## src/hw/rtl/rned_pkg.sv

```systemverilog
// rned_pkg: shared types, constants and the color distance function of the
// RGB neighborhood edge detector. No dependencies.
package rned_pkg;

    localparam int PIX_W      = 24;
    localparam int LB_W       = 2 * PIX_W;   // both line buffers side by side
    localparam int DIST_W     = 18;          // 3 * 255^2 fits in 18 bits
    localparam int LIM_W      = 19;          // (511 + 1)^2 fits in 19 bits

    localparam int MAX_WIDTH_DEF  = 2048;
    localparam int MAX_HEIGHT_DEF = 4096;
    localparam int RST_WIDTH      = 2048;
    localparam int RST_HEIGHT     = 4096;

    // configuration port
    localparam int CFG_IDX_W  = 2;
    localparam int CFG_DATA_W = 13;
    localparam logic [CFG_IDX_W-1:0] CFG_WIDTH  = 2'd0;
    localparam logic [CFG_IDX_W-1:0] CFG_HEIGHT = 2'd1;
    localparam logic [CFG_IDX_W-1:0] CFG_THRESH = 2'd2;

    // result kinds, in emission order: center position inside the window
    localparam logic [1:0] RES_UL = 2'd0;   // window (1,1)
    localparam logic [1:0] RES_UR = 2'd1;   // window (1,2)
    localparam logic [1:0] RES_DL = 2'd2;   // window (2,1)
    localparam logic [1:0] RES_DR = 2'd3;   // window (2,2)

    localparam logic [PIX_W-1:0] COLOR_EDGE = 24'h000000;
    localparam logic [PIX_W-1:0] COLOR_FLAT = 24'hFFFFFF;

    typedef logic [PIX_W-1:0] t_pix;
    typedef logic [8:0][PIX_W-1:0] t_window;   // index row*3 + col

    typedef struct packed {
        logic [1:0]       center_sel;
        logic             up_ok;
        logic             left_ok;
        logic             thr_neg;
        logic [LIM_W-1:0] lim;
    } t_cls_ctrl;

    // squared Euclidean RGB distance
    function automatic logic [DIST_W-1:0] sq_dist(input t_pix a, input t_pix b);
        logic [8:0]        d;
        logic [7:0]        m;
        logic [15:0]       sq;
        logic [DIST_W-1:0] acc;
        acc = '0;
        for (int k = 0; k < 3; k++) begin
            d   = {1'b0, a[8*k +: 8]} - {1'b0, b[8*k +: 8]};
            m   = d[8] ? 8'(-d) : d[7:0];
            sq  = {8'd0, m} * {8'd0, m};
            acc = acc + DIST_W'(sq);
        end
        return acc;
    endfunction

endpackage

```

## src/hw/rtl/rned_classify.sv

```systemverilog
// rned_classify: edge decision for one window position against its in-frame
// 3x3 neighbors. Depends on rned_pkg (sq_dist, t_window, t_cls_ctrl).
module rned_classify
    import rned_pkg::*;
(
    input  t_window   i_window,
    input  t_cls_ctrl i_ctrl,
    output logic      o_is_edge
);

    logic [1:0] cr;
    logic [1:0] cc;
    t_pix       center;
    logic [8:0] near;
    logic [8:0] hit;

    always_comb begin
        unique case (i_ctrl.center_sel)
            RES_UL: begin cr = 2'd1; cc = 2'd1; center = i_window[4]; end
            RES_UR: begin cr = 2'd1; cc = 2'd2; center = i_window[5]; end
            RES_DL: begin cr = 2'd2; cc = 2'd1; center = i_window[7]; end
            default: begin cr = 2'd2; cc = 2'd2; center = i_window[8]; end
        endcase
    end

    for (genvar p = 0; p < 9; p++) begin : g_tap
        localparam int PR = p / 3;
        localparam int PC = p % 3;
        assign near[p] = (PR + 1 >= int'(cr)) && (PR <= int'(cr) + 1)
                      && (PC + 1 >= int'(cc)) && (PC <= int'(cc) + 1)
                      && !((PR < int'(cr)) && !i_ctrl.up_ok)
                      && !((PC < int'(cc)) && !i_ctrl.left_ok);
        // the center itself gives distance 0, below any limit
        assign hit[p] = near[p]
                     && ({1'b0, sq_dist(center, i_window[p])} >= i_ctrl.lim);
    end

    assign o_is_edge = i_ctrl.thr_neg || (|hit);

endmodule

```

## config.mk

```make
export PLATFORM = sky130hd
export DESIGN_NAME = rned_classify
export DESIGN_NICKNAME = d
export VERILOG_FILES = /design/src/hw/rtl/rned_pkg.sv /design/src/hw/rtl/rned_classify.sv
export SDC_FILE = /design/constraint.sdc
export NUM_CORES = 2
export LEC_CHECK = 0
export BUFFER_PORTS_ARGS = -buffer_cell sky130_fd_sc_hd__buf_4
export CORE_MARGIN = 1
export CORE_UTILIZATION = 24
export DETAILED_ROUTE_END_ITERATION = 16
export PLACE_DENSITY_LB_ADDON = 0.2
export SYNTH_ARGS = -nofsm -noshare
export SYNTH_HDL_FRONTEND = slang
export SYNTH_SLANG_ARGS = --single-unit
```

## constraint.sdc

```tcl
create_clock -name vclk -period 40.2
set_clock_uncertainty 0.05 [all_clocks]
set_input_delay 6.03 -clock vclk [all_inputs]
set_output_delay 6.03 -clock vclk [all_outputs]
set_load 0.005 [all_outputs]
```

### Word-level counts from Yosys, hierarchy flattened

Index checks and enable logic that the tools add are counted.

* bits in registers: 0
* word-level logic and storage cells: 221
* output and inout port bits: 1
* input port bits: 240

* multiplexer cells: 30
* magnitude comparators: 25
* $mul: 27
* equality and inequality tests: 2
* reduce and logical (&&, ||, !) cells: 63
* $add $sub $neg: 74

Operators with widths (number)
* $mul A8 B8 Y16: 27
* $sub A8 B8 Y9: 27
* $mux W8: 27
* $neg A8 Y8: 27
* $ge A18 B19 Y1: 9
* $add A17 B16 Y18: 9
* $add A16 B16 Y17: 9
* $pmux W24 S3: 1
* $le A1 B32 Y1 const A: 2
* $le A2 B32 Y1 const A: 2
* $le A3 B32 Y1 const A: 2
* $logic_and A1 B1 Y1: 50
* $reduce_or A9 Y1: 1
* $logic_not A1 Y1: 8
* $lt A1 B2 Y1 const A: 4
* $add A2 B1 Y3 const B: 2
* $ge A1 B2 Y1 const A: 2
* $ge A2 B2 Y1 const A: 2
* $lt A2 B2 Y1 const A: 2
* $mux W2: 2
* $reduce_or A2 Y1: 2
* $eq A2 B1 Y1 const B: 1
* $eq A2 B2 Y1 const B: 1
* $logic_not A2 Y1: 1
* $logic_or A1 B1 Y1: 1

### Longest topological paths before layout

* depth in word-level cells: 13
* gate-level depth with buffers: 46
* depth with buffers taken out: 44

### Least setup slack after synthesis

Ideal clock, no wire load.

* path kind: input to output
* start point: input port i_ctrl[22] (netlist bit)
* end point: output port o_is_edge
* cell stages on the path: 43
* arrival: 16628 ps
* slack: 17492 ps
* buffers on the path: 2
* data required time: 34120 ps
* path through: clkbuf_1 -> buf_1 -> mux4_2 -> inv_1 -> ha_1 -> fa_1 -> nor2b_1 -> o31a_1 -> o31a_1 -> o21ai_1 -> and2b_1 -> nand2b_1 -> xor2_1 -> inv_2 -> or2_2 -> fa_1 -> inv_1 -> fa_1 -> [... 7 more ...] -> inv_1 -> fa_1 -> ha_1 -> a21oi_1 -> o21ai_0 -> a41o_1 -> nor4_1 -> o31ai_1 -> a21oi_1 -> xor2_1 -> ha_1 -> a21oi_1 -> o22ai_1 -> a211o_1 -> a2111oi_0 -> o211ai_1 -> nor4_1 -> nand3b_1

* longest elaborated chain between the ends: 13
* elaborated cells between the ends (all ways): 219
* those cells by class: add/sub (74); mul (27); order compare (25); eq/ne (2); mux (30); reduce/logical (61)

RTL lines
* from (decl): RTL line rned_classify.sv:7 `input t_cls_ctrl i_ctrl,`
* parallel branches: the longest is 11 deep, another holds $ge A18 B19 Y1
* $reduce_or A9 Y1 *: RTL line rned_classify.sv:38 `assign o_is_edge = i_ctrl.thr_neg || (|hit);`
* $logic_or A1 B1 Y1 *: RTL line rned_classify.sv:38
* to (decl): RTL line rned_classify.sv:8 `output logic o_is_edge`

Mark *: on every way between the ends.

### Final worst setup path

Same ends and word-level chain as after synthesis.

==> impl_metrics.tcl <==
set metrics [dict create \
    ios 241 \
    vias 50200 \
    seq_area_sq_um 0 \
    cts_setup_buffers 0 \
    relSlewSlack 0.141 \
    synth_cell_types 104 \
    ant_nets 0 \
    place_hpwl_um 194000 \
    holdPathEnd "o_is_edge" \
    synth_top_area_share 0.373 \
    cts_resized 0 \
    cp.arrival_ns 19.24 \
    rsz0062_at_grt "no" \
    period_share 0.630 \
    wl_um 221000 \
    setup_tns_ns 0 \
    rows 190 \
    min_period_ns 25.32 \
    place_ws_ns 14.91 \
    timing.final.ws_setup_ns 14.88 \
    syn_area_per_cell_sq_um 8.60 \
    design.seq.count 0 \
    syn-cell-area_sq_um 64800 \
    status "finished clean" \
    finalMaxSlewViolations 0 \
    place_congestion 0.853 \
    fp.dieH_um 521 \
    vias_per_cell 4.42 \
    nNetsFinal 10300 \
    core-area_sq_um 268000 \
    synthToLayoutAreaGrowth_pct 10.5 \
    final_cell_mix "1924 x inv_1, 1206 x fa_1, 1089 x ha_1" \
    ys_warn_count 0 \
    antenna_found_initial 38 \
    setup-violations-final 0 \
    initial_core_util 0.241 \
    drive_above_1_share 0.0717 \
    final_common_cell "inv_1" \
    layout.clock_buffers 0 \
    synth_seq_area_share 0 \
    crit_path_max_fanout 26 \
    tightest_slew_ns 1.28 \
    crit_type "input pin to primary output" \
    track_usage 0.164 \
    hold_class "input pin to primary output" \
    holdCritStartpoint "i_ctrl[21]" \
    portBuffers 241 \
    wl_per_cell_um 19.4 \
    hold_depth 5 \
    critPathRequiredTime_ns 34.12 \
    drt_pass1_iterations 5 \
    hold_viol_final 0 \
    grt_max_degree 27 \
    cts-hold-fix-buffers 0 \
    clock.fmax_mhz 39.5 \
    drcViolationCount 0 \
    slowest_stage "clkinv_1" \
    max_stage_delay_ns 1.06 \
    critPathLaunchType "input pin" \
    grt_pass1_wl_um 334000 \
    fill_cells 29300 \
    syn_inst 7530 \
    grt_remaining_overflow 0 \
    die_area_sq_um 272000 \
    first_iter_violations 2556 \
    max_cap_viol_count 0 \
    cp-end-kind "primary output" \
    multiInputGateArea_sq_um 57200 \
    grt_pass1_vias 53700 \
    crit_top_cell "fa_1" \
    die_x_um 521 \
    syn_nets 10100 \
    synth_area_leaders "fa_1 37%, ha_1 21%, inv_1 11%" \
    yosysTopAreaCell "fa_1" \
]
[final cells by class]
type                       instances  share of cell area
multi-input combinational       5514               0.799
antenna                           15            0.000525
timing repair buffer             339              0.0356
tap                             3552              0.0621
inverter                        1955               0.103
[critical path: cells and delay by family]
kind            cells  cell delay [ns]
fa+ha+maj          10             4.96
compound gates     10             2.62
buf+inv             7             2.03
simple gates        8             1.71
xor+xnor            3             1.04
mux                 1             0.77
[metal layers]
layer,vias up,global-route usage,part of all wire
met5,-,0,0.000059
met4,2,0.0510,0.035
met3,180,0.00725,0.033
met2,856,0.290,0.49
met1,25100,0.214,0.44
li1,24100,-,-
[synth_stat cells (all sizes together) (11+ instances only)]
cell type	number
nand2b	143
o21ai	231
buf	28
o21bai	57
nand2	290
o211ai	11
and2	29
xnor2	193
a211o	19
a31oi	25
or2	113
o41ai	12
mux4	24
a2bb2oi	16
o21a	92
o31ai	47
and3	17
o31a	63
inv	1955
nand3	76
nor3	71
nand4	17
fa	1206
nor2	849
ha	1089
or3	36
clkbuf	33
nor4	25
nor3b	17
a21o	49
nor2b	76
xor2	200
a211oi	41
a21oi	263
[kinds of logic (layout without fill, tap and decap cells)]
| group | Yosys count | count (layout) | synth area share |
|---|---|---|---|
| simple gates | 1796 | 1796 | 0.129 |
| compound gates | 993 | 993 | 0.103 |
| mux | 37 | 37 | 0.0104 |
| other cells | 0 | 15 | 0 |
| fa+ha+maj | 2295 | 2295 | 0.583 |
| xor+xnor | 393 | 393 | 0.0573 |
| buf+inv | 2016 | 2294 | 0.117 |
[through the flow]
step                      area (sq um)  hold WS (ns)  std cells  utilization
after floorplan                  64800         12.26       7530            -
after global placement           71500         12.80      11400        0.267
after detailed placement         71500         12.80      11400        0.267
after CTS                        71500         12.80      11400        0.267
after global routing             71500         12.77      11400        0.267
final                            71500         12.78      11400        0.267
[worst max path at each step]
stage,slack [ns],end,startpoint
final,14.88,o_is_edge,i_ctrl[22]
after global routing,14.30,o_is_edge,i_ctrl[22]
after CTS,14.89,o_is_edge,i_ctrl[22]
after detailed placement,14.91,o_is_edge,i_ctrl[22]
after global placement,15.05,o_is_edge,i_ctrl[22]
after floorplan,17.49,o_is_edge,i_ctrl[22]
Power is not shown: default switching activity piles up to over one toggle a cycle in this logic, so the estimate is an artifact.
